`src/rtl/core/mcr_pkg.sv`:
```
`timescale 1ns / 1ps
package mcr_pkg;

  localparam int DEC_BITS    = 18;
  localparam int COORD_W     = 16;
  localparam int RADIUS_W    = 12;
  localparam int SPAN_W      = 13;
  localparam int COLOR_W     = 32;
  localparam int SET_IDX_W   = 3;

  localparam logic OP_START   = 1'b0;
  localparam logic OP_ADVANCE = 1'b1;

  localparam logic signed [DEC_BITS-1:0] DEC_INIT         = 18'sd3;
  localparam logic signed [DEC_BITS-1:0] DEC_INC_DIAG     = 18'sd10;
  localparam logic signed [DEC_BITS-1:0] DEC_INC_STRAIGHT = 18'sd6;

  localparam logic [SPAN_W-1:0]    SPAN_MAX         = 13'h1FFF;
  localparam logic [SPAN_W-1:0]    SPAN_ONE         = 13'd1;
  localparam logic [SET_IDX_W-1:0] SET_LAST_OUTLINE = 3'd7;
  localparam logic [SET_IDX_W-1:0] SET_LAST_FILL    = 3'd3;

  typedef struct packed {
    logic                      opcode;
    logic signed [COORD_W-1:0] center_x;
    logic signed [COORD_W-1:0] center_y;
    logic [RADIUS_W-1:0]       radius;
    logic                      fill_mode;
    logic [COLOR_W-1:0]        color;
  } cmd_t;

  typedef struct packed {
    logic signed [COORD_W-1:0] pixel_x;
    logic signed [COORD_W-1:0] pixel_y;
    logic [SPAN_W-1:0]         span_length;
    logic                      is_span;
    logic [COLOR_W-1:0]        pixel_color;
    logic                      last_of_run;
    logic                      circle_done;
  } result_t;

  // one set of results: centre and octant offsets, all sign-extended to 16 bits
  typedef struct packed {
    logic signed [COORD_W-1:0] cx;
    logic signed [COORD_W-1:0] cy;
    logic signed [COORD_W-1:0] a;
    logic signed [COORD_W-1:0] b;
    logic                      fill;
    logic [COLOR_W-1:0]        color;
    logic                      done;
  } set_t;

endpackage

```
`src/rtl/core/mcr_front.sv`:
```
`timescale 1ns / 1ps
module mcr_front #(
  parameter int RADIUS_BITS = 12,
  parameter int COORD_BITS  = 16
) (
  input  logic             clk,
  input  logic             rst,
  input  logic             push,
  output logic             full,
  input  mcr_pkg::cmd_t    cmd,
  output logic             q_push,
  output mcr_pkg::set_t    q_data,
  input  logic             q_full
);

  localparam int OFF_BITS = RADIUS_BITS + 2;
  localparam int R_TAKE   = (RADIUS_BITS < mcr_pkg::RADIUS_W) ? RADIUS_BITS : mcr_pkg::RADIUS_W;

  logic signed [mcr_pkg::COORD_W-1:0]  center_col, center_col_next;
  logic signed [mcr_pkg::COORD_W-1:0]  center_row, center_row_next;
  logic signed [OFF_BITS-1:0]          offset_x, offset_x_next;
  logic signed [OFF_BITS-1:0]          offset_y, offset_y_next;
  logic signed [mcr_pkg::DEC_BITS-1:0] decision, decision_next;
  logic                                fill_flag, fill_flag_next;
  logic [mcr_pkg::COLOR_W-1:0]         draw_color, draw_color_next;
  logic                                active, active_next;

  logic                                accept;
  logic                                is_start;
  logic                                done;
  logic signed [OFF_BITS-1:0]          r_ext;
  logic signed [OFF_BITS-1:0]          step_x, step_y;
  logic signed [mcr_pkg::DEC_BITS-1:0] diff;

  assign full = q_full;

  always_comb begin
    accept          = push && !q_full;
    is_start        = cmd.opcode == mcr_pkg::OP_START;
    r_ext           = OFF_BITS'(cmd.radius[R_TAKE-1:0]);
    step_x          = offset_x + OFF_BITS'(1);
    step_y          = offset_y;
    diff            = '0;
    center_col_next = center_col;
    center_row_next = center_row;
    offset_x_next   = offset_x;
    offset_y_next   = offset_y;
    decision_next   = decision;
    fill_flag_next  = fill_flag;
    draw_color_next = draw_color;
    active_next     = active;
    done            = 1'b0;
    if (is_start) begin
      center_col_next = mcr_pkg::COORD_W'($signed(cmd.center_x[COORD_BITS-1:0]));
      center_row_next = mcr_pkg::COORD_W'($signed(cmd.center_y[COORD_BITS-1:0]));
      offset_x_next   = '0;
      offset_y_next   = r_ext;
      decision_next   = mcr_pkg::DEC_INIT - (mcr_pkg::DEC_BITS'(r_ext) <<< 1);
      fill_flag_next  = cmd.fill_mode;
      draw_color_next = cmd.color;
      active_next     = 1'b1;
    end else begin
      if (decision > 0) begin
        step_y        = offset_y - OFF_BITS'(1);
        diff          = mcr_pkg::DEC_BITS'(step_x) - mcr_pkg::DEC_BITS'(step_y);
        decision_next = decision + (diff <<< 2) + mcr_pkg::DEC_INC_DIAG;
      end else begin
        decision_next = decision + (mcr_pkg::DEC_BITS'(step_x) <<< 2)
                        + mcr_pkg::DEC_INC_STRAIGHT;
      end
      offset_x_next = step_x;
      offset_y_next = step_y;
      done          = step_y < step_x;
      active_next   = !done;
    end
  end

  assign q_push = accept && (is_start || active);

  always_comb begin
    q_data.cx    = center_col_next;
    q_data.cy    = center_row_next;
    q_data.a     = mcr_pkg::COORD_W'(offset_x_next);
    q_data.b     = mcr_pkg::COORD_W'(offset_y_next);
    q_data.fill  = fill_flag_next;
    q_data.color = draw_color_next;
    q_data.done  = done;
  end

  always_ff @(posedge clk) begin
    if (rst) begin
      center_col <= '0;
      center_row <= '0;
      offset_x   <= '0;
      offset_y   <= '0;
      decision   <= '0;
      fill_flag  <= 1'b0;
      draw_color <= '0;
      active     <= 1'b0;
    end else if (q_push) begin
      center_col <= center_col_next;
      center_row <= center_row_next;
      offset_x   <= offset_x_next;
      offset_y   <= offset_y_next;
      decision   <= decision_next;
      fill_flag  <= fill_flag_next;
      draw_color <= draw_color_next;
      active     <= active_next;
    end
  end

endmodule

```
`src/rtl/core/mcr_queue.sv`:
```
`timescale 1ns / 1ps
module mcr_queue (
  input  logic          clk,
  input  logic          rst,
  input  logic          wr,
  input  mcr_pkg::set_t wr_data,
  output logic          full,
  input  logic          rd,
  output mcr_pkg::set_t rd_data,
  output logic          empty
);

  localparam int DEPTH = 2;
  localparam int PTR_W = $clog2(DEPTH);

  mcr_pkg::set_t      slots [DEPTH];
  logic [PTR_W-1:0]   wr_ptr;
  logic [PTR_W-1:0]   rd_ptr;
  logic [PTR_W:0]     count;
  logic               do_wr;
  logic               do_rd;

  assign full    = count == (PTR_W + 1)'(DEPTH);
  assign empty   = count == '0;
  assign rd_data = slots[rd_ptr];
  assign do_wr   = wr && !full;
  assign do_rd   = rd && !empty;

  always_ff @(posedge clk) begin
    if (do_wr) begin
      slots[wr_ptr] <= wr_data;
    end
  end

  always_ff @(posedge clk) begin
    if (rst) begin
      wr_ptr <= '0;
      rd_ptr <= '0;
      count  <= '0;
    end else begin
      if (do_wr) begin
        wr_ptr <= wr_ptr + PTR_W'(1);
      end
      if (do_rd) begin
        rd_ptr <= rd_ptr + PTR_W'(1);
      end
      if (do_wr && !do_rd) begin
        count <= count + (PTR_W + 1)'(1);
      end else if (do_rd && !do_wr) begin
        count <= count - (PTR_W + 1)'(1);
      end
    end
  end

endmodule

```
`src/rtl/core/mcr_back.sv`:
```
`timescale 1ns / 1ps
module mcr_back #(
  parameter int COORD_BITS = 16
) (
  input  logic             clk,
  input  logic             rst,
  input  mcr_pkg::set_t    set_in,
  input  logic             set_empty,
  output logic             set_pop,
  output logic             empty,
  input  logic             pop,
  output mcr_pkg::result_t result
);

  logic                                out_valid;
  mcr_pkg::result_t                    out_item;
  mcr_pkg::result_t                    gen;
  logic [mcr_pkg::SET_IDX_W-1:0]       idx;
  logic [mcr_pkg::SET_IDX_W-1:0]       last_idx;
  logic                                load;
  logic                                is_last;
  logic                                swap;
  logic signed [mcr_pkg::COORD_W-1:0]  p, q;
  logic signed [mcr_pkg::COORD_W-1:0]  xs, ys;
  logic [mcr_pkg::COORD_W:0]           twice;

  always_comb begin
    last_idx = set_in.fill ? mcr_pkg::SET_LAST_FILL : mcr_pkg::SET_LAST_OUTLINE;
    is_last  = idx == last_idx;
    swap     = set_in.fill ? idx[1] : idx[2];
    p        = swap ? set_in.b : set_in.a;
    q        = swap ? set_in.a : set_in.b;
    twice    = {p, 1'b0};
    if (set_in.fill) begin
      xs = set_in.cx - p;
      ys = idx[0] ? set_in.cy - q : set_in.cy + q;
      if (p[mcr_pkg::COORD_W-1]) begin
        gen.span_length = '0;
      end else if (twice > (mcr_pkg::COORD_W + 1)'(mcr_pkg::SPAN_MAX)) begin
        gen.span_length = mcr_pkg::SPAN_MAX;
      end else begin
        gen.span_length = twice[mcr_pkg::SPAN_W-1:0];
      end
    end else begin
      xs = set_in.cx + (idx[0] ? ~p : p);
      ys = set_in.cy + (idx[1] ? ~q : q);
      gen.span_length = mcr_pkg::SPAN_ONE;
    end
    gen.pixel_x     = mcr_pkg::COORD_W'($signed(xs[COORD_BITS-1:0]));
    gen.pixel_y     = mcr_pkg::COORD_W'($signed(ys[COORD_BITS-1:0]));
    gen.is_span     = set_in.fill;
    gen.pixel_color = set_in.color;
    gen.last_of_run = is_last;
    gen.circle_done = is_last && set_in.done;
  end

  assign load    = !out_valid || pop;
  assign set_pop = load && !set_empty && is_last;
  assign empty   = !out_valid;
  assign result  = out_item;

  always_ff @(posedge clk) begin
    if (load && !set_empty) begin
      out_item <= gen;
    end
  end

  always_ff @(posedge clk) begin
    if (rst) begin
      out_valid <= 1'b0;
      idx       <= '0;
    end else if (load) begin
      out_valid <= !set_empty;
      if (!set_empty) begin
        idx <= is_last ? '0 : idx + mcr_pkg::SET_IDX_W'(1);
      end
    end
  end

endmodule

```
`src/rtl/core/midpoint_circle_rasterizer_top.sv`:
```
`timescale 1ns / 1ps
// midpoint circle rasterizer
// command channel: cmd is taken when push is high and full is low. a start
// command latches centre, radius, mode and colour and yields the first set; an
// advance command runs one step of the circle and yields the next set; an
// advance with no circle in progress yields nothing.
// result channel: the oldest item sits on result while empty is low and is
// taken when pop is high. outline sets are eight pixels, fill sets four spans;
// last_of_run marks the end of a set, circle_done the end of the circle.
// with the back end idle, the first item of a set is written into the queue and
// then into the output register before it is on result.
// throughput: one result item per cycle from the single output register while pop
// stays high, so an outline command yields eight items and a fill command four;
// the front end takes a command per cycle while the two-set queue has room.
// reset clears the circle state, the queue pointers and the output valid flag.
// if pop stays low the result holds, the queue fills and full is raised.
module midpoint_circle_rasterizer_top #(
  parameter int RADIUS_BITS = 12,
  parameter int COORD_BITS  = 16
) (
  input  logic             clk,
  input  logic             rst,
  input  logic             push,
  output logic             full,
  input  mcr_pkg::cmd_t    cmd,
  output logic             empty,
  input  logic             pop,
  output mcr_pkg::result_t result
);

  logic          q_push;
  logic          q_full;
  logic          q_pop;
  logic          q_empty;
  mcr_pkg::set_t q_wr_data;
  mcr_pkg::set_t q_rd_data;

  mcr_front #(
    .RADIUS_BITS(RADIUS_BITS),
    .COORD_BITS (COORD_BITS)
  ) u_front (
    .clk    (clk),
    .rst    (rst),
    .push   (push),
    .full   (full),
    .cmd    (cmd),
    .q_push (q_push),
    .q_data (q_wr_data),
    .q_full (q_full)
  );

  mcr_queue u_queue (
    .clk     (clk),
    .rst     (rst),
    .wr      (q_push),
    .wr_data (q_wr_data),
    .full    (q_full),
    .rd      (q_pop),
    .rd_data (q_rd_data),
    .empty   (q_empty)
  );

  mcr_back #(
    .COORD_BITS(COORD_BITS)
  ) u_back (
    .clk       (clk),
    .rst       (rst),
    .set_in    (q_rd_data),
    .set_empty (q_empty),
    .set_pop   (q_pop),
    .empty     (empty),
    .pop       (pop),
    .result    (result)
  );

endmodule

```
`config.mk`:
```
export PLATFORM = sky130hd
export DESIGN_NAME = midpoint_circle_rasterizer_top
export DESIGN_NICKNAME = d
export VERILOG_FILES = /design/src/rtl/core/mcr_pkg.sv /design/src/rtl/core/mcr_front.sv /design/src/rtl/core/mcr_queue.sv /design/src/rtl/core/mcr_back.sv /design/src/rtl/core/midpoint_circle_rasterizer_top.sv
export SDC_FILE = /design/constraint.sdc
export NUM_CORES = 1
export LEC_CHECK = 0
export ABC_AREA = 1
export BUFFER_PORTS_ARGS = -buffer_cell sky130_fd_sc_hd__buf_4
export CAP_MARGIN = 20
export CELL_PAD_IN_SITES_DETAIL_PLACEMENT = 0
export CELL_PAD_IN_SITES_GLOBAL_PLACEMENT = 2
export CORE_UTILIZATION = 37
export CTS_CLUSTER_SIZE = 28
export DETAILED_ROUTE_END_ITERATION = 16
export HOLD_SLACK_MARGIN = 0.06
export PLACE_DENSITY = 0.81
export SLEW_MARGIN = 10
export SYNTH_ARGS = -nofsm -noshare
export SYNTH_HDL_FRONTEND = slang
export SYNTH_SLANG_ARGS = --single-unit
```
`constraint.sdc`:
```
create_clock -name clk -period 8.3 [get_ports clk]
set_input_delay 0 -clock clk [delete_from_list [all_inputs] [get_ports clk]]
set_output_delay 0 -clock clk [all_outputs]
set_load 0.02 [all_outputs]
```
==> flow_summary.ini <==
[sta]
worst_hold_slack_ns = 0.314
slew_violations = 0
tns_ns = 0
setup_ws_ns = 2.80
slew_headroom_pct = 36.5
period_share_pct = 66.2
worstMarginPinSlew_ns = 0.950
clock_skew_ns = 0.0220
period_needed_ns = 5.50
finalSetupViolCount = 0
hold_viol_final = 0
rsz0062_at_grt = no
fmax_ghz = 0.182

[final_layout]
fill_cells = 5717
final_area_sq_um = 26100
final_core_util_pct = 45.2
seq_area_sq_um = 10500
multiInputGateArea_sq_um = 9790
layout.nets = 3004
instances_no_fill = 3591
syn_to_final_growth_pct = 20.5
drive_gt1_share_pct = 10.5
n_antenna_cell = 0

[place]
dp_slack_ns = 2.81
placed_cell_area_sq_um = 23600
dp_cells = 3414
portBuffers = 163
dp_hpwl_mm = 41.7
gp_congestion = 0.850

[global_routing]
antenna_found_initial = 0
track_usage_pct = 19.8
grt_pass1_vias = 17000
grt_pass1_wl_mm = 92.7
grt-ovfl-total = 0
grt_start_max_net_pins = 83

[detailed_routing]
dr.pass1.iters = 5
drtIter0Drc = 990
vias = 17600
wl_per_cell_microns = 16.4
wirelength_mm = 59.1
post_drt_via_cell_ratio = 4.90
drc = 0
drt.antenna.violating_nets = 0

[synthesis]
ys.flop_type = edfxtp_1
synth_nets = 2784
ys_seq_area_share_pct = 48.4
syn_avg_cell_area_sq_um = 8.41
synth_warnings = 0
synth-seq-cells = 389
synth_edf_count = 268
syn_inst = 2571
syn_area_sq_um = 21600
ys_async_sr_fraction_pct = 0
ys_types = 45

[floorplanning]
num_rows = 88
die_h_microns = 244
fp.dieW_microns = 244
dieArea_sq_um = 59400
core_sq_um = 57700
start_util_pct = 37.5
io_pins = 164

[setup_path]
end_kind = register
cp.required_ns = 8.62
slowest_delay_ns = 0.46
path_class = register to register
rr_worst_depth = 25
path_max_fanout = 54
cpMostUsedCell = nand2_1
ff2ff_setup_slack_ns = 2.80
crit_path_start_kind = register
critical_path_arrival_ns = 5.82
cp_slowest_cell = dfxtp_4

[hold_path]
hold_path_class = input pin to register
holdPathStages = 4

[status]
status = finished clean

[power_and_ir_drop]
leakagePower_nw = 11.3
cellPowerDensity_nw_per_um2 = 271
p_total_mw = 7.07
peakVddDrop_mv = 0.132

[run]
drv_cap = 0

[clock_tree]
clk_pin_slew_ns = 0.07
clk_latency_ns = 0.59
htreeDepth = 2
clockBufferDepth = 3
cts_sinks = 389
cts_tree = done
root_buffer = clkbuf_16
cts_buffers = 43
==> registers in the layout, indices dropped and copies added, names as in the netlist, named ones only <==
register and flops:
u_queue.slots 188, u_back.result 80, u_front.draw_color 32, u_front.decision 18
u_front.center_col 16, u_front.center_row 16, u_front.offset_x 14, u_front.offset_y 14
u_back.idx 3, u_queue.count 2, u_back.out_valid 1, u_front.active 1
u_front.fill_flag 1, u_queue.rd_ptr 1, u_queue.wr_ptr 1
==> worst max-delay path: cells and delay by family, from the launching register on <==
family                   cells  cell delay [ns]
flip-flops                   1             0.46
buffers and inverters        4             0.95
AND/OR/NAND/NOR             10             1.36
XOR/XNOR                     2             0.49
AO/OA/AOI/OAI                7             1.43
adder cells (fa/ha/maj)      2             0.54
==> power breakdown <==
| part | total [mW] | internal, mW | leakage (nW) | switching, mW |
|---|---|---|---|---|
| combinational | 2.54 | 0.904 | 7.06 | 1.63 |
| sequential | 2.53 | 2.43 | 3.52 | 0.0984 |
| clock | 2.01 | 1.19 | 0.738 | 0.813 |
| total | 7.07 | 4.53 | 11.3 | 2.54 |
==> cell type report <==
class / count / area share (%)
Tap cell: 765 / 3.67
Clock buffer: 54 / 4.44
Clock inverter: 26 / 1.35
Multi-Input combinational cell: 1819 / 37.6
Inverter: 263 / 3.80
Timing Repair Buffer: 275 / 8.97
Sequential cell: 389 / 40.2
==> cells in the mapped netlist, types with 11 or more instances <==
master    count  area (sq um)
nand4_1      16           100
inv_1       256           961
clkbuf_1     77           289
nor2_1      147           552
xnor2_1      15           131
o21ai_0     258          1290
nor3_1       20           100
dfxtp_1     121          2420
nand2_1     716          2690
ha_1        126          1580
o21ai_2      11          96.3
a21oi_1     223          1120
mux2i_1      11           110
a31oi_1      17           106
xor2_1       80           701
edfxtp_1    268          8050
nand3_1      86           430
or2_2        15          93.8
==> cell usage in the layout, fill, tap and decap left out, drive strengths merged <==
master         n
a31o           1
nor2         150
o21bai        10
a211oi         4
a31oi         17
clkinv        19
a21boi         5
nand3b         3
o211ai         2
or2           18
xor2          82
nand3         86
a21o           7
a221oi         2
o21a           8
nor4           2
ha           126
dfxtp        121
nor3          21
o22ai          3
mux2i         11
xnor2         15
buf          181
nand2        719
inv          264
clkbuf        54
edfxtp       268
nand4         16
o31ai          5
o21ai        278
bufinv         6
a21oi        223
fa             5
dlygate4sd3   94
==> cells by family after synthesis <==
| group | share of synthesized area [%] |
|---|---|
| multiplexers | 0.509 |
| flip-flops | 48.4 |
| AO/OA/AOI/OAI | 14.0 |
| AND/OR/NAND/NOR | 18.9 |
| adder cells (fa/ha/maj) | 7.75 |
| XOR/XNOR | 4.00 |
| buffers and inverters | 6.49 |
==> path summary, 6_finish.rpt <==
check                                           start                    end
worst min-delay path                          cmd[34]    u_front.decision[2]
worst min register to register  u_front.center_col[4]  u_front.center_col[4]
worst max register to register               register      u_back.result[77]
worst max-delay path                         register      u_back.result[77]
==> what timing repair did <==
action / in CTS / in global routing
gates resized for setup: 0 / 0
endpoints found under the hold margin: 267 / 0
setup buffers: 0 / 0
hold buffers: 94 / 0
==> metal layers <==
layer | wire [microns] | GRT usage, % | share of wire (%) | up-vias
li1 | - | - | - | 9063
met1 | 26400 | 24.9 | 45 | 8203
met2 | 29600 | 35.5 | 50 | 279
met3 | 1850 | 2.20 | 3.1 | 67
met4 | 1230 | 5.64 | 2.1 | 0
met5 | 0 | 0 | 0 | -
Note: power is estimated with default switching activity, not from simulation.
